File: src/design/apkl_pkg.sv
package apkl_pkg;

	// transmit store depth and index width (index must also hold the depth)
	localparam int TX_DEPTH = 16;
	localparam int IDX_W    = $clog2(TX_DEPTH + 1);
	localparam int INIT_LEN = 16;

	// stream widths
	localparam int IN_W   = 56;
	localparam int OP_W   = 2;
	localparam int OUT_W  = 16;

	// configuration port
	localparam int CFG_IDX_W  = 3;
	localparam int CFG_DATA_W = 16;

	localparam logic [CFG_IDX_W-1:0] REG_DISPLAY_READY  = 3'd0;
	localparam logic [CFG_IDX_W-1:0] REG_DISPLAY_ACK    = 3'd1;
	localparam logic [CFG_IDX_W-1:0] REG_KEYBOARD_READY = 3'd2;
	localparam logic [CFG_IDX_W-1:0] REG_KEY_PRESSED    = 3'd3;
	localparam logic [CFG_IDX_W-1:0] REG_KEY_RELEASED   = 3'd4;
	localparam logic [CFG_IDX_W-1:0] REG_READY_INTERVAL = 3'd5;
	localparam logic [CFG_IDX_W-1:0] REG_ABORT_TIMEOUT  = 3'd6;

	// request kinds
	localparam logic [OP_W-1:0] OP_POLL      = 2'd0;
	localparam logic [OP_W-1:0] OP_KEY_DOWN  = 2'd1;
	localparam logic [OP_W-1:0] OP_KEY_UP    = 2'd2;
	localparam logic [OP_W-1:0] OP_POWER_OFF = 2'd3;

	// link mode as reported on the result
	localparam logic [1:0] LINK_WAITING = 2'd0;
	localparam logic [1:0] LINK_INIT    = 2'd1;
	localparam logic [1:0] LINK_READY   = 2'd2;

	localparam logic [7:0] PWR_OFF_CMD = 8'hc0;
	localparam logic [7:0] PWR_OFF_ARG = 8'h20;

	typedef enum logic [2:0] {
		MODE_WAITING = 3'b001,
		MODE_INIT    = 3'b010,
		MODE_READY   = 3'b100
	} mode_t;

	function automatic logic [1:0] mode_code(mode_t m);
		logic [1:0] c;
		case (m)
			MODE_WAITING: c = LINK_WAITING;
			MODE_INIT:    c = LINK_INIT;
			MODE_READY:   c = LINK_READY;
			default:      c = LINK_WAITING;
		endcase
		return c;
	endfunction

	// fixed display init sequence
	function automatic logic [7:0] init_byte(logic [3:0] i);
		logic [7:0] b;
		case (i)
			4'd0:    b = 8'he0;
			4'd1:    b = 8'h07;
			4'd2:    b = 8'hcd;
			4'd3:    b = 8'h07;
			4'd4:    b = 8'hc0;
			4'd5:    b = 8'h06;
			4'd6:    b = 8'hc0;
			4'd7:    b = 8'hc5;
			4'd8:    b = 8'hc0;
			4'd9:    b = 8'h04;
			4'd10:   b = 8'hc0;
			4'd11:   b = 8'h03;
			4'd12:   b = 8'hc0;
			4'd13:   b = 8'h02;
			4'd14:   b = 8'hc0;
			4'd15:   b = 8'h01;
			default: b = 8'h00;
		endcase
		return b;
	endfunction

endpackage

File: src/design/ack_paced_keyboard_link_core.sv
// Keyboard side of a byte link to a display unit. Every request gives exactly one result.
// A poll request may carry one received byte and the current millisecond time; it can
// emit at most one transmit byte. While waiting for the display, the keyboard-ready code is
// sent each time the ready interval has passed; the display-ready code loads the fixed
// sixteen-byte init sequence, and every byte after the first of a loaded buffer goes out
// only on a poll that carries the acknowledge code. A buffer that makes no progress for the
// abort timeout is dropped. Key-down and key-up requests load a two-byte command only when
// keys are accepted; power-off always loads its command. Timing: one request per clock while
// the result stream is not stalled; a request passes the input register, then the result
// register; the link state is updated in the same cycle as the result is registered, so
// back-to-back requests see each other's effect. Configuration writes are applied at once and
// should be made only while no request is in flight.
module ack_paced_keyboard_link_core (
	input  logic                               clk,
	input  logic                               arst_n,
	// request stream
	input  logic                               s_axis_tvalid,
	output logic                               s_axis_tready,
	// rx_valid[0], rx_byte[8:1], now_ms[40:9], key_code[48:41], zero fill
	input  logic [apkl_pkg::IN_W-1:0]          s_axis_tdata,
	// op[1:0]
	input  logic [apkl_pkg::OP_W-1:0]          s_axis_tuser,
	// result stream
	output logic                               m_axis_tvalid,
	input  logic                               m_axis_tready,
	// tx_valid[0], tx_byte[8:1], link_mode[10:9], keys_accepted[11],
	// send_complete[12], zero fill
	output logic [apkl_pkg::OUT_W-1:0]         m_axis_tdata,
	// configuration writes
	input  logic                               cfg_wr_en,
	input  logic [apkl_pkg::CFG_IDX_W-1:0]     cfg_index,
	input  logic [apkl_pkg::CFG_DATA_W-1:0]    cfg_data
);
	import apkl_pkg::*;

	// configuration registers
	logic [7:0]  code_display_ready_q;
	logic [7:0]  code_display_ack_q;
	logic [7:0]  code_keyboard_ready_q;
	logic [7:0]  code_key_pressed_q;
	logic [7:0]  code_key_released_q;
	logic [15:0] ready_interval_q;
	logic [15:0] abort_timeout_q;

	// input register
	logic             valid_s1;
	logic [OP_W-1:0]  op_s1;
	logic             rx_valid_s1;
	logic [7:0]       rx_byte_s1;
	logic [31:0]      now_s1;
	logic [7:0]       key_s1;

	// result register
	logic             valid_s2;
	logic [OUT_W-1:0] data_s2;

	// link state; the transmit buffer is either the init sequence or two stored bytes
	mode_t            mode_q;
	logic [IDX_W-1:0] len_q;
	logic [IDX_W-1:0] idx_q;
	logic [IDX_W-1:0] last_idx_q;
	logic [31:0]      last_time_q;
	logic             buf_init_q;
	logic [7:0]       b0_q;
	logic [7:0]       b1_q;

	// next state
	mode_t            nx_mode;
	logic [IDX_W-1:0] nx_len;
	logic [IDX_W-1:0] nx_idx;
	logic [IDX_W-1:0] nx_last_idx;
	logic [31:0]      nx_last_time;
	logic             nx_buf_init;
	logic [7:0]       nx_b0;
	logic [7:0]       nx_b1;

	logic             advance;
	logic             rx_ready;
	logic             ack;
	logic             sent;
	logic [7:0]       sent_byte;
	logic [31:0]      elapsed;
	logic [31:0]      stall_elapsed;
	logic             keys_ok_now;
	logic             nx_all_sent;
	logic             nx_keys_ok;

	// the result register frees itself when taken, so the input side only waits
	// when both stages are full and the result is not being taken
	assign advance       = valid_s1 && (!valid_s2 || m_axis_tready);
	assign s_axis_tready = !valid_s1 || advance;

	assign m_axis_tvalid = valid_s2;
	assign m_axis_tdata  = data_s2;

	// configuration port
	always_ff @(posedge clk or negedge arst_n) begin
		if (!arst_n) begin
			code_display_ready_q  <= 8'd0;
			code_display_ack_q    <= 8'd1;
			code_keyboard_ready_q <= 8'd2;
			code_key_pressed_q    <= 8'd3;
			code_key_released_q   <= 8'd4;
			ready_interval_q      <= 16'd1000;
			abort_timeout_q       <= 16'd300;
		end else if (cfg_wr_en) begin
			case (cfg_index)
				REG_DISPLAY_READY:  code_display_ready_q  <= cfg_data[7:0];
				REG_DISPLAY_ACK:    code_display_ack_q    <= cfg_data[7:0];
				REG_KEYBOARD_READY: code_keyboard_ready_q <= cfg_data[7:0];
				REG_KEY_PRESSED:    code_key_pressed_q    <= cfg_data[7:0];
				REG_KEY_RELEASED:   code_key_released_q   <= cfg_data[7:0];
				REG_READY_INTERVAL: ready_interval_q      <= cfg_data;
				REG_ABORT_TIMEOUT:  abort_timeout_q       <= cfg_data;
				default: ;
			endcase
		end
	end

	// request handling, all in one pass on the registered request
	always_comb begin
		nx_mode      = mode_q;
		nx_len       = len_q;
		nx_idx       = idx_q;
		nx_last_idx  = last_idx_q;
		nx_last_time = last_time_q;
		nx_buf_init  = buf_init_q;
		nx_b0        = b0_q;
		nx_b1        = b1_q;
		rx_ready     = 1'b0;
		ack          = 1'b0;
		sent         = 1'b0;
		sent_byte    = 8'd0;
		elapsed      = now_s1 - last_time_q;
		stall_elapsed = elapsed;
		keys_ok_now  = (mode_q == MODE_READY) || (idx_q == len_q);

		case (op_s1)
			OP_POLL: begin
				// display-ready wins when both codes match
				rx_ready = rx_valid_s1 && (rx_byte_s1 == code_display_ready_q);
				ack      = rx_valid_s1 && !rx_ready && (rx_byte_s1 == code_display_ack_q);

				if (rx_ready) begin
					nx_mode     = MODE_INIT;
					nx_buf_init = 1'b1;
					nx_idx      = '0;
					nx_len      = IDX_W'(INIT_LEN);
				end else if (ack && mode_q == MODE_INIT && idx_q == len_q) begin
					nx_mode = MODE_READY;
				end

				// periodic ready byte replaces any pending buffer
				if (nx_mode == MODE_WAITING && elapsed >= {16'd0, ready_interval_q}) begin
					nx_b0       = code_keyboard_ready_q;
					nx_buf_init = 1'b0;
					nx_len      = IDX_W'(1);
					nx_idx      = '0;
				end

				// first byte goes unasked, later ones on an ack
				if (nx_len != '0 && nx_idx < nx_len && nx_idx < IDX_W'(TX_DEPTH) &&
					(nx_idx == '0 || ack)) begin
					sent         = 1'b1;
					sent_byte    = nx_buf_init ? init_byte(nx_idx[3:0])
						: (nx_idx[0] ? nx_b1 : nx_b0);
					nx_last_time = now_s1;
					nx_idx       = nx_idx + IDX_W'(1);
					nx_last_idx  = nx_idx;
				end

				// stall check sees the send of this same poll
				if (sent) begin
					stall_elapsed = 32'd0;
				end
				if (nx_idx != nx_len && nx_last_idx == nx_idx &&
					stall_elapsed >= {16'd0, abort_timeout_q}) begin
					nx_len      = '0;
					nx_idx      = '0;
					nx_last_idx = '0;
				end
			end
			OP_KEY_DOWN: begin
				if (keys_ok_now) begin
					nx_b0       = code_key_pressed_q;
					nx_b1       = key_s1;
					nx_buf_init = 1'b0;
					nx_idx      = '0;
					nx_len      = IDX_W'(2);
				end
			end
			OP_KEY_UP: begin
				if (keys_ok_now) begin
					nx_b0       = code_key_released_q;
					nx_b1       = key_s1;
					nx_buf_init = 1'b0;
					nx_idx      = '0;
					nx_len      = IDX_W'(2);
				end
			end
			OP_POWER_OFF: begin
				nx_b0       = PWR_OFF_CMD;
				nx_b1       = PWR_OFF_ARG;
				nx_buf_init = 1'b0;
				nx_idx      = '0;
				nx_len      = IDX_W'(2);
			end
			default: ;
		endcase

		nx_all_sent = (nx_idx == nx_len);
		nx_keys_ok  = (nx_mode == MODE_READY) || nx_all_sent;
	end

	// control state
	always_ff @(posedge clk or negedge arst_n) begin
		if (!arst_n) begin
			valid_s1    <= 1'b0;
			valid_s2    <= 1'b0;
			mode_q      <= MODE_WAITING;
			len_q       <= '0;
			idx_q       <= '0;
			last_idx_q  <= '0;
			last_time_q <= 32'd0;
			buf_init_q  <= 1'b0;
		end else begin
			if (s_axis_tready) begin
				valid_s1 <= s_axis_tvalid;
			end
			if (advance) begin
				valid_s2    <= 1'b1;
				mode_q      <= nx_mode;
				len_q       <= nx_len;
				idx_q       <= nx_idx;
				last_idx_q  <= nx_last_idx;
				last_time_q <= nx_last_time;
				buf_init_q  <= nx_buf_init;
			end else if (m_axis_tready) begin
				valid_s2 <= 1'b0;
			end
		end
	end

	// payload registers
	always_ff @(posedge clk) begin
		if (s_axis_tvalid && s_axis_tready) begin
			op_s1       <= s_axis_tuser;
			rx_valid_s1 <= s_axis_tdata[0];
			rx_byte_s1  <= s_axis_tdata[8:1];
			now_s1      <= s_axis_tdata[40:9];
			key_s1      <= s_axis_tdata[48:41];
		end
		if (advance) begin
			b0_q    <= nx_b0;
			b1_q    <= nx_b1;
			data_s2 <= {3'd0, nx_all_sent, nx_keys_ok, mode_code(nx_mode), sent_byte, sent};
		end
	end

endmodule

File: config.mk
export PLATFORM = sky130hd
export DESIGN_NAME = ack_paced_keyboard_link_core
export DESIGN_NICKNAME = d
export VERILOG_FILES = /design/src/design/apkl_pkg.sv /design/src/design/ack_paced_keyboard_link_core.sv
export SDC_FILE = /design/constraint.sdc
export NUM_CORES = 1
export LEC_CHECK = 0
export BUFFER_PORTS_ARGS = -buffer_cell sky130_fd_sc_hd__buf_2
export CAP_MARGIN = 0
export CORE_MARGIN = 4
export CORE_UTILIZATION = 35
export DETAILED_ROUTE_END_ITERATION = 10
export SYNTH_ARGS = -nofsm -noshare
export SYNTH_HDL_FRONTEND = slang
export SYNTH_SLANG_ARGS = --single-unit
File: constraint.sdc
create_clock -name clk -period 11 [get_ports clk]
set_input_delay 0.55 -clock clk [delete_from_list [all_inputs] [get_ports clk]]
set_output_delay 0.55 -clock clk [all_outputs]
set_load 0.01 [all_outputs]
---- Word-level counts from Yosys, hierarchy flattened ----
Memories as Yosys holds them, arrays and structs flattened.
Index checks and enable logic that the tools add are counted.
cells by class
  order comparisons ....................... 4
  mux-type cells .......................... 41
  reduce and logical (&&, ||, !) cells .... 41
  add/sub/neg operators ................... 2
  equal/unequal tests ..................... 23
operators with widths
  cell                                                              number
  5-bit two-way mux                                                 15
  32-bit by 16-bit greater-or-equal comparator with 1-bit output    2
  32-bit two-way mux                                                2
  8-bit two-way mux                                                 6
  8-bit one-hot mux with 4 select lines                             1
  32-bit subtractor                                                 1
  5-bit one-hot mux with 3 select lines                             2
  2-bit AND reduction                                               10
  8-bit == test                                                     2
  8-bit one-hot mux with 2 select lines                             1
  3-bit == test (second input constant)                             5
  5-bit == test                                                     3
  1-bit logical AND                                                 13
  3-bit by 2-bit == test with 1-bit output (second input constant)  4
  3-bit two-way mux                                                 4
  3-bit AND reduction                                               3
  1-bit two-way mux                                                 8
  3-bit by 1-bit == test with 1-bit output (second input constant)  2
  5-bit by 1-bit adder with 5-bit output (second input constant)    1
  5-bit zero test                                                   1
  1-bit logical OR                                                  5
  5-bit < comparator                                                1
  5-bit < comparator (second input constant)                        1
  5-bit != test                                                     1
  other kinds (12)                                                  17
word-level totals
  memories kept ........................... 1
  input bits .............................. 82
  memory bits (read-only) ................. 112
  logic and storage cells ................. 137
  output and inout bits ................... 18
  flip-flop bits (word level) ............. 205
memories
  memory           words  bits a word  read ports  clocked after Yosys merged registers in  wr ports  line            RTL
  (no name shown)  16     7            1           0                                        0         apkl_pkg.sv:59  case (i)

---- Longest topological paths before layout ----
Gate-level depths: netlist of run 1.
  word-level depth ........................ 28
  gate-level depth with buffers ........... 45
  depth with buffers taken out ............ 42

---- Worst setup path before layout of run 1 ----
No wires, ideal clock.
  path type ............................... flip-flop to flip-flop
  start point ............................. register now_s1[0]
  end point ............................... register data_s2[11] (netlist: m_axis_tdata[11]), data pin
  clock period less this slack ............ 7.761 ns
  data required time ...................... 10.741 ns
  arrival time ............................ 7.502 ns
  library setup time ...................... 0.259 ns
  stages on the path, launching flop included .. 43
  slack ................................... 3.239 ns
  path buffers ............................ 3
  cell sequence ........................... edfxtp_1 inv_1 ha_1 inv_1 fa_1 a211oi_2 o21ai_1 and2_1 o21ai_0 nand2_1 xor2_1 ha_1 o2111a_1 a221o_1 a311oi_1 nor2_1 nor2_1 a31o_1 (+7 left out) o21a_1 nand2_1 a31oi_1 nor2_2 clkbuf_1 and2_1 ha_1 a21o_1 a21oi_1 nor2b_1 o21ai_0 a2111oi_0 o21ai_0 nand2_1 o22ai_1 a221o_2 a22oi_2 o31ai_2
between the ends
  longest elaborated chain between the ends .. 19
  elaborated cells on any way between the ends .. 35
  classes of those cells .................. add/sub: 2; order compare: 4; eq/ne: 3; mux: 16; reduce/logical: 10
RTL lines
  element                                                         line                                 RTL
  start, declared                                                 ack_paced_keyboard_link_core.sv:50   logic [31:0] now_s1;
  start signal, assigned                                          ack_paced_keyboard_link_core.sv:250  now_s1 <= s_axis_tdata[40:9];
  32-bit subtractor *                                             ack_paced_keyboard_link_core.sv:134  elapsed = now_s1 - last_time_q;
  32-bit by 16-bit greater-or-equal comparator with 1-bit output  ack_paced_keyboard_link_core.sv:154  if (nx_mode == MODE_WAITING && elapsed >= {16'd0, ready_interval_q}) begin
  1-bit logical AND                                               ack_paced_keyboard_link_core.sv:154
  5-bit two-way mux                                               ack_paced_keyboard_link_core.sv:154
  5-bit two-way mux                                               ack_paced_keyboard_link_core.sv:138  case (op_s1)
  5-bit < comparator or 5-bit nonzero test (tied branches)        ack_paced_keyboard_link_core.sv:162  if (nx_len != '0 && nx_idx < nx_len && nx_idx < IDX_W'(TX_DEPTH) &&
  1-bit logical AND (3 in a row)                                  ack_paced_keyboard_link_core.sv:162
  1-bit two-way mux                                               ack_paced_keyboard_link_core.sv:162
  (+2 left out)                                                   -
  32-bit two-way mux                                              ack_paced_keyboard_link_core.sv:138
  32-bit by 16-bit greater-or-equal comparator with 1-bit output  ack_paced_keyboard_link_core.sv:177  stall_elapsed >= {16'd0, abort_timeout_q}) begin
  1-bit logical AND                                               ack_paced_keyboard_link_core.sv:176  if (nx_idx != nx_len && nx_last_idx == nx_idx &&
  5-bit two-way mux                                               ack_paced_keyboard_link_core.sv:176
  5-bit one-hot mux with 3 select lines                           ack_paced_keyboard_link_core.sv:138
  5-bit == test *                                                 ack_paced_keyboard_link_core.sv:211  nx_all_sent = (nx_idx == nx_len);
  1-bit logical OR *                                              ack_paced_keyboard_link_core.sv:212  nx_keys_ok = (nx_mode == MODE_READY) || nx_all_sent;
  named net nx_keys_ok                                            ack_paced_keyboard_link_core.sv:86   logic nx_keys_ok;
  end signal, assigned                                            ack_paced_keyboard_link_core.sv:256  data_s2 <= {3'd0, nx_all_sent, nx_keys_ok, mode_code(nx_mode), sent_byte, sent};
  end, declared                                                   ack_paced_keyboard_link_core.sv:55   logic [OUT_W-1:0] data_s2;
Mark *: on every way through the listed nets, which the timed path passes. The rest lies on a longest branch. The select of a mux whose other input is x is not followed.
A chain may end at the register's enable or synchronous reset.

---- Worst setup path in the final report of run 1 ----
Same ends and word-level chain as after synthesis.

==> out/metrics.cfg, run 1 <==
[synth]
netlist_top_cells_count=nand2_1, dfrtp_1, inv_1, edfxtp_1, ha_1
syn_area_um2=12370
synth-xor-area-share_pct=3.186
syn_area_per_cell_um2=10.13
synth_top_area_share_pct=22.05
yosysMostFrequentCell=nand2_1
synth_area_leaders=dfrtp_1, edfxtp_1, ha_1
synth_edf_count=80
ys_ff_latch=205
synthesis.instances=1221
synth_cell_type_count=92
synth-async-reset-ratio_pct=60.98
yosys.area_share.simple_pct=13.94
muxShareOfSynthArea_pct=7.788
yosysTopAreaCell=dfrtp_1
synth_top_family_by_area=compound AO/OA/AOI/OAI gates
synthAdderAreaFrac_pct=7.950
synth_compound_area_share_pct=17.38
yosysWarnings=0
seq_area_frac_synth_pct=44.87
synthFlopType=dfrtp_1

[grt]
grt_antenna_before_repair=0
grt_max_degree=77
grt_pass1_vias=9307
grt_overflow_total=0
grt_first_pass_wirelength_um=49730
track_usage_pct=15.70

[die]
fp.coreArea_um2=34710
fp-row-count=68
initial_core_util_pct=35.64
pin_count=100
fp.dieH_um=196
dieArea_um2=38420
die_x_um=196

[final_layout]
final_layout_size_suffix_gt1_share_pct=19.88
diodes=0
num-nets-final=1455
area_delta_synth_final_pct=13.57
fill_cells=3429

[clock_tree]
postCtsSetupBuffers=0
root_buffer=clkbuf_16
cts_repair_resize_count=0
path_clk_slew_ns=0.06
clk_latency_ns=0.53
cts.htree.levels=1
cts_hold_buf=0
cts.sinks=205
cts_tree=yes
cts_made_buffers=25
cts_buffer_depth=3

[sta]
tns_ns=0
relSlewSlack_pct=28.21
finalCritPeriodShare_pct=87.55
worstMarginPinSlew_ns=1.071
finalSetupViolCount=0
clock_skew_ns=0.01122
post-route-min-period_ns=9.631
hold_viol=0
slew_violations=0
rsz0062_at_grt=false
max_freq_mhz=103.8

[worst_setup_path]
crit_family=compound AO/OA/AOI/OAI gates
critPathCapture=m_axis_tdata[11]
worstSetupEndpointType=register
r2r-start=now_s1[0]
crit_start=now_s1[0]
critPathMaxStageDelay_ns=0.47
cp.buffers_inverters=3
cp.required_ns=11.27
r2r_slack_ns=1.37
crit_type=reg2reg
critPathArrivalTime_ns=9.90
cp_max_fo=19
worstSetupStartpointType=register
critical_path_depth=40
reg2regPathDepth=40
crit_top_cell=ha_1
worst_path_max_delay_cell=a31o_1
rr_endpoint=m_axis_tdata[11]

[routing]
finalWirelength_um=30460
drc=0
vias=9382
dr.pass1.iters=5
ant_nets=0
wl_per_cell_um=17.23
drt-initial-drc-count=584
viasPerCell=5.307

[pwr]
power.leakage_nw=5.961
p_per_area_nw_per_um2=244.4
ir_drop_uv=145.2
p_total_mw=3.434

[place]
hpwl_um=22680
place.port_buffers=89
gp_congestion=0.8933

[hold_path]
hp-class=in2async

[flow_run]
max_cap_viol_count=0

[status]
status=finished clean

metal layers:
metal  up-vias  GRT usage (%)  part of all wire, %  routed length [µm]
li1       4582              -                    -                   -
met1      4529          21.85                   46               14150
met2       220          25.68                   46               14110
met3        51          2.524                  4.7                1441
met4         0          3.957                  2.5                 753
met5         -              0                    0                   0
cell type report:
type / instances / area (µm²) / share of cell area (%)
multi-input cells: 869 / 6235 / 44.38
flip-flops and latches: 205 / 5550 / 39.50
clock buffers: 29 / 660.6 / 4.702
well taps: 455 / 569.3 / 4.052
repair buffers: 99 / 523.0 / 3.723
inverters: 95 / 356.6 / 2.538
clock inverters: 16 / 155.1 / 1.104
cell usage in the layout, fill, tap and decap left out, types with 25 or more instances in the layout:
cell type / instances
inv_1: 95
ha_1: 77
dfrtp_1: 109
nor2_1: 67
nand2_1: 115
edfxtp_1: 80
o21ai_0: 64
mux2_2: 74
and2_1: 26
clkbuf_16: 25
buf_2: 88
a21oi_1: 75
worst register-to-register path, delay by kind of cell, from the launching register on:
family,cells,cell delay (ns)
fa+ha+maj,5,1.53
simple gates,10,1.59
buf+inv,3,0.39
compound gates,21,5.28
xor+xnor,1,0.20
flops,1,0.38
logic make-up (layout without fill, tap and decap cells):
logic type                 after synthesis  after routing
buffers and inverters                  149            239
other                                    1              3
muxes                                   87             87
xor gates and xnor gates                45             45
DFF                                    205            205
adders and majority gates               78             78
and+or+nand+nor                        340            340
AOI/OAI and AO/OA                      316            316
where the power goes:
part | leakage, nW | internal [mW] | switching [mW]
logic | 3.32 | 0.639 | 0.931
registers | 2.24 | 0.968 | 0.0756
clock network | 0.405 | 0.498 | 0.322
worst min-delay path by stage:
stage	start	cells after the start	slack [ns]	to
floorplan	arst_n	0	0.25	abort_timeout_q[0]
global placement	valid_s1	1	0.45	m_axis_tvalid
detailed placement	valid_s1	1	0.47	m_axis_tvalid
CTS	arst_n	1	0.07	code_keyboard_ready_q[4]
global route	arst_n	1	0.09	code_key_pressed_q[4]
finish	arst_n	1	0.06	code_key_pressed_q[4]
stage by stage:
stage               hold WS, ns  utilization (%)  area [µm²]  setup slack [ns]  cells
floorplan                0.2544                -       12380             3.239   1223
global placement         0.4550            38.12       13230             1.390   1723
detailed placement       0.4664            38.12       13230             1.364   1723
CTS                     0.06717            40.47       14050             1.331   1768
global route            0.09236            40.47       14050            0.5536   1768
finish                  0.05957            40.47       14050             1.369   1768
flip-flops by register name, summed over array words and instances, names as in the netlist, 13 cells and up:
name              flops
last_time_q          32
now_s1               32
abort_timeout_q      16
ready_interval_q     16
m_axis_tdata         13
(Power assumes the default switching activity.)
==> run 2: changes to the inputs <==
--- a/config.mk
+++ b/config.mk
@@ -10,6 +10,7 @@
 export CORE_MARGIN = 4
 export CORE_UTILIZATION = 35
 export DETAILED_ROUTE_END_ITERATION = 10
+export MAX_ROUTING_LAYER = met4
 export SYNTH_ARGS = -nofsm -noshare
 export SYNTH_HDL_FRONTEND = slang
 export SYNTH_SLANG_ARGS = --single-unit
==> run 2 against run 1 <==
  * Cell count grew 0.11%
  * Worst hold slack better by 0.14 ns
  * Worst setup slack got worse by 0.30 ns
  * Wire length up 0.22%
  * First-iteration DRC count decreased by 12%
  * Flip-flop and latch count unchanged
  * Largest cell class unchanged
  * Non-clock buffer count increased by 2
  * Sequential share of layout area down 0.11 points
  * Register-to-register slack got worse by 0.30 ns
  * Die area stayed put
  * Clock-buffer cell count is 10 higher
  * Combinational power about the same
  * Critical endpoint unchanged
  * Critical path type unchanged
==> out/metrics.cfg, run 2 (synthesis results as in run 1) <==
[status]
status=finished clean

[pwr]
ir_drop_uv=160.9  ; +11%
p_total_mw=3.442  ; +0.25%
p_per_area_nw_per_um2=244.3  ; about the same
power.leakage_nw=5.982  ; +0.36%

[sta]
rsz0062_at_grt=false
tns_ns=0  ; unchanged
finalSetupViolCount=0  ; unchanged
clock_skew_ns=0.01357  ; +0.002354 ns
relSlewSlack_pct=32.68  ; +4.5 points
slew_violations=0  ; unchanged
finalCritPeriodShare_pct=90.27  ; +2.7 points
max_freq_mhz=100.7  ; -3.0%
post-route-min-period_ns=9.929  ; +0.2983 ns
worst_slack_ns=1.071  ; -0.2983 ns
worstMarginPinSlew_ns=1.004  ; -0.06677 ns
hold_viol=0  ; unchanged
holdWs_ns=0.1984  ; +0.1389 ns

[final_layout]
num-nets-final=1457  ; +0.14%
diodes=0  ; unchanged
final_layout_size_suffix_gt1_share_pct=20.15  ; +0.27 points
area_delta_synth_final_pct=13.90
reg_top3=last_time_q x32, now_s1 x32
final_cell_mix=nand2_1, dfrtp_1, inv_1, buf_2, edfxtp_1
final_common_cell=nand2_1

[routing]
drt-initial-drc-count=513  ; -12%
finalWirelength_um=30520  ; +0.22%
ant_nets=0  ; unchanged
drc=0  ; unchanged
wl_per_cell_um=17.24  ; +0.10%
vias=9371  ; -0.12%
dr.pass1.iters=5  ; unchanged
viasPerCell=5.294  ; -0.23%

[clock_tree]
cts_buffer_depth=3  ; unchanged
root_buffer=clkbuf_16
cts_repair_resize_count=0  ; unchanged
clk_latency_ns=0.52  ; about the same
postCtsSetupBuffers=0  ; unchanged
cts_made_buffers=25  ; unchanged
cts_hold_buf=0  ; unchanged
cts.htree.levels=1  ; unchanged
cts_tree=yes
path_clk_slew_ns=0.06  ; about the same
cts.sinks=205  ; unchanged

[worst_setup_path]
r2r_slack_ns=1.07  ; -0.30 ns
worstSetupEndpointType=register
cp_max_fo=19  ; unchanged
critPathMaxStageDelay_ns=0.56  ; +0.09 ns
crit_type=reg2reg
cp.required_ns=11.26  ; about the same
cp.buffers_inverters=3  ; unchanged
worst_path_max_delay_cell=a31o_1
crit_family=compound AO/OA/AOI/OAI gates
worstSetupStartpointType=register
critPathArrivalTime_ns=10.19  ; +0.29 ns

[die]
fp.coreArea_um2=34710  ; unchanged
die_x_um=196  ; unchanged
dieArea_um2=38420  ; unchanged
initial_core_util_pct=35.64  ; unchanged
fp.dieH_um=196  ; unchanged
pin_count=100  ; unchanged
fp-row-count=68  ; unchanged

[grt]
grt_pass1_vias=9387  ; +0.86%
globalRouteMet2Util_pct=25.91  ; +0.23 points
gr-usage-met3_pct=2.301  ; -0.22 points
grt_antenna_before_repair=0  ; unchanged
track_usage_pct=16.22  ; +0.53 points
grt_max_degree=71  ; -7.8%
grt_busiest_layer=met2
grt_first_pass_wirelength_um=49840  ; +0.22%
use_met1_pct=22.17  ; +0.32 points
grt_overflow_total=0  ; unchanged

[place]
gp_congestion=0.8933  ; unchanged
place.port_buffers=89  ; unchanged
post-place-ws_ns=1.185  ; -0.1799 ns
hpwl_um=22870  ; +0.86%

[hold_path]
hp-class=in2async

[flow_run]
max_cap_viol_count=0  ; unchanged

==> run 2: cell types whose count changed in the layout (fill, tap and decap cells not counted), sizes merged <==
cell	delta
bufinv	-2
clkinv	-7
buf	+2
clkbuf	+10
inv	-1
==> run 2: layer usage <==
layer	share of wire (%)	up-vias
met4	2.1	0
met5	0	-
met3	3.9	42
met1	48	4558
li1	-	4597
met2	46	174
==> run 2: per-stage QoR <==
| stage | instances | util (%) | cell area, µm² |
|---|---|---|---|
| after global routing | 1770 | 40.59 | 14090 |
| after global placement | 1725 | 38.17 | 13250 |
| after floorplan | 1223 | - | 12380 |
| final | 1770 | 40.59 | 14090 |
| after CTS | 1770 | 40.59 | 14090 |
| after detailed placement | 1725 | 38.17 | 13250 |
==> run 2: report_power, final <==
| group | switching [mW] | internal (mW) | leakage (nW) |
|---|---|---|---|
| combinational | 0.936 | 0.640 | 3.33 |
| clock | 0.315 | 0.509 | 0.417 |
| sequential | 0.0748 | 0.968 | 2.24 |
==> run 2: area by class of cell <==
cell class | instances | area, µm²
Clock buffer | 39 | 780.7
Clock inverter | 6 | 60.06
Fill cell | 3428 | 20620
Inverter | 95 | 356.6
Multi-Input combinational cell | 869 | 6235
Sequential cell | 205 | 5550
Tap cell | 455 | 569.3
Timing Repair Buffer | 101 | 538.0
==> run 2: worst paths after layout <==
path,from,endpoint,depth (start not counted)
worst max-delay path,now_s1[0],m_axis_tdata[11],41
worst min-delay path,arst_n,code_key_released_q[0],1
worst max register to register,now_s1[0],m_axis_tdata[11],41
worst min register to register,valid_s1,m_axis_tvalid,1
max in group asynchronous,arst_n,last_time_q[9],2
min in group clk,s_axis_tdata[44],key_s1[3],1
==> run 3: changes to the inputs <==
--- a/config.mk
+++ b/config.mk
@@ -11,6 +11,7 @@
 export CORE_UTILIZATION = 35
 export DETAILED_ROUTE_END_ITERATION = 10
 export MAX_ROUTING_LAYER = met4
+export RECOVER_POWER = 25
 export SYNTH_ARGS = -nofsm -noshare
 export SYNTH_HDL_FRONTEND = slang
 export SYNTH_SLANG_ARGS = --single-unit
==> run 3 against run 2 <==
  * Register-to-register slack barely moved
  * Design area about the same
  * Wire length about the same
  * Highest routed layer unchanged
  * The run now ends with capacitance limit, slew limit left
  * Power about the same
  * Largest cell class unchanged
  * Maximum frequency about the same
==> out/metrics.cfg, run 3 (synthesis results as in run 1) <==
[grt]
use_met1_pct=22.17  ; unchanged
track_usage_pct=16.22  ; unchanged
grt_first_pass_wirelength_um=49840  ; unchanged
grt_pass1_vias=9387  ; unchanged
grt_overflow_total=0  ; unchanged
grt_max_degree=71  ; unchanged
gr-usage-met3_pct=2.301  ; unchanged
globalRouteMet2Util_pct=25.91  ; unchanged
grt_antenna_before_repair=0  ; unchanged
grt_busiest_layer=met2

[final_layout]
final_cell_mix=nand2_1, dfrtp_1, inv_1, buf_2, edfxtp_1
regArea_um2=5550  ; unchanged
postLayoutCellArea_um2=14080  ; about the same
num-nets-final=1457  ; unchanged
reg_top3=last_time_q x32, now_s1 x32
diodes=0  ; unchanged
final_common_cell=nand2_1
final_layout_size_suffix_gt1_share_pct=19.54  ; -0.61 points
fill_cells=3435  ; +0.20%
multi_input_area_um2=6235  ; unchanged
area_delta_synth_final_pct=13.80  ; about the same

[routing]
vias=9375  ; +0.043%
viasPerCell=5.297  ; about the same
finalWirelength_um=30530  ; about the same
drc=0  ; unchanged
dr.pass1.iters=5  ; unchanged
drt-initial-drc-count=516  ; +0.58%
ant_nets=0  ; unchanged
wl_per_cell_um=17.25  ; about the same

[sta]
clock_skew_ns=0.01354  ; -0.00002940 ns
relSlewSlack_pct=-176.1  ; -210 points
rsz0062_at_grt=false
post-route-min-period_ns=9.935  ; +0.005420 ns
finalCritPeriodShare_pct=90.32  ; about the same
worstMarginPinSlew_ns=4.141  ; +3.137 ns
hold_viol=0  ; unchanged
tns_ns=0  ; unchanged
worst_slack_ns=1.065  ; -0.005420 ns
holdWs_ns=0.2004  ; +0.001908 ns
finalSetupViolCount=0  ; unchanged
slew_violations=71  ; +71
max_freq_mhz=100.7  ; about the same

[clock_tree]
cts.sinks=205  ; unchanged
cts_tree=yes
cts_repair_resize_count=0  ; unchanged
cts_buffer_depth=3  ; unchanged
path_clk_slew_ns=0.06  ; about the same
cts.htree.levels=1  ; unchanged
postCtsSetupBuffers=0  ; unchanged
cts_hold_buf=0  ; unchanged
cts_made_buffers=25  ; unchanged
clk_latency_ns=0.52  ; about the same
root_buffer=clkbuf_16

[worst_setup_path]
r2r-start=now_s1[0]
cp_max_fo=19  ; unchanged
worst_path_max_delay_cell=a31o_1
critPathMaxStageDelay_ns=0.56  ; about the same
crit_type=reg2reg
r2r_slack_ns=1.07  ; about the same
worstSetupStartpointType=register
critPathArrivalTime_ns=10.20  ; about the same
reg2regPathDepth=41  ; unchanged
worstSetupEndpointType=register
cp.required_ns=11.26  ; about the same
crit_start=now_s1[0]
rr_endpoint=m_axis_tdata[11]

[hold_path]
hold_start=s_axis_tdata[44]
hp-class=in2reg
hold-path-endpoint=key_s1[3]
hold_depth=1

[die]
die_x_um=196  ; unchanged
initial_core_util_pct=35.64  ; unchanged
fp-row-count=68  ; unchanged
fp.coreArea_um2=34710  ; unchanged
pin_count=100  ; unchanged
dieArea_um2=38420  ; unchanged
fp.dieH_um=196  ; unchanged

[place]
gp_congestion=0.8933  ; unchanged
postPlaceCellArea_um2=13250  ; unchanged
place.port_buffers=89  ; unchanged
hpwl_um=22870  ; unchanged
post-place-ws_ns=1.185  ; unchanged

[pwr]
p_total_mw=3.442  ; about the same
power.leakage_nw=5.960  ; -0.38%
ir_drop_uv=161.7  ; +0.54%
p_per_area_nw_per_um2=244.5  ; about the same

[status]
status=complete, but fails checks
violations=capacitance limit, slew limit

[flow_run]
max_cap_viol_count=1  ; +1

==> run 3: changes by cell type in the layout (fill, tap and decap cells not counted), sizes merged <==
| cell | before | now |
|---|---|---|
| clkbuf | 39 | 47 |
| buf | 101 | 93 |
==> run 3: power breakdown <==
group / leakage [nW] / internal [mW] / switching, mW
combinational: 3.31 / 0.640 / 0.936
sequential: 2.24 / 0.968 / 0.0748
clock: 0.417 / 0.509 / 0.315
total: 5.96 / 2.12 / 1.33
==> run 3: metrics by stage <==
stage / std cells / utilization [%]
finish: 1770 / 40.55
global route: 1770 / 40.55
CTS: 1770 / 40.59
detailed placement: 1725 / 38.17
global placement: 1725 / 38.17
floorplan: 1223 / -
==> run 3: how the worst max path moves through the flow <==
stage          cells after the start  slack [ns]                to
2_1_floorplan                     42        3.24  m_axis_tdata[11]
3_3_place_gp                      41        1.28  m_axis_tdata[11]
3_5_place_dp                      41        1.18  m_axis_tdata[11]
4_1_cts                           41        1.12  m_axis_tdata[11]
5_1_grt                           41        0.28  m_axis_tdata[12]
6_report                          41        1.07  m_axis_tdata[11]
==> run 3: final cells by class <==
| class | instances | share of cell area (%) |
|---|---|---|
| well taps | 455 | 4.044 |
| repair buffers | 101 | 3.733 |
| multi-input cells | 869 | 44.29 |
| inverters | 95 | 2.533 |
| flip-flops and latches | 205 | 39.43 |
| clock inverters | 6 | 0.4266 |
| clock buffers | 39 | 5.546 |
==> run 3: layer usage <==
layer  wire, µm  vias to the layer above
met5          0                        -
met4        635                        0
met3       1208                       42
met2      14170                      183
met1      14510                     4553
li1           -                     4597
==> run 3: critical path: cells and delay by family (launching register included) <==
family	cells	cell delay [ns]
compound gates	21	5.49
flops	1	0.38
xor+xnor	1	0.23
simple gates	11	1.88
buf+inv	3	0.25
fa+ha+maj	5	1.41
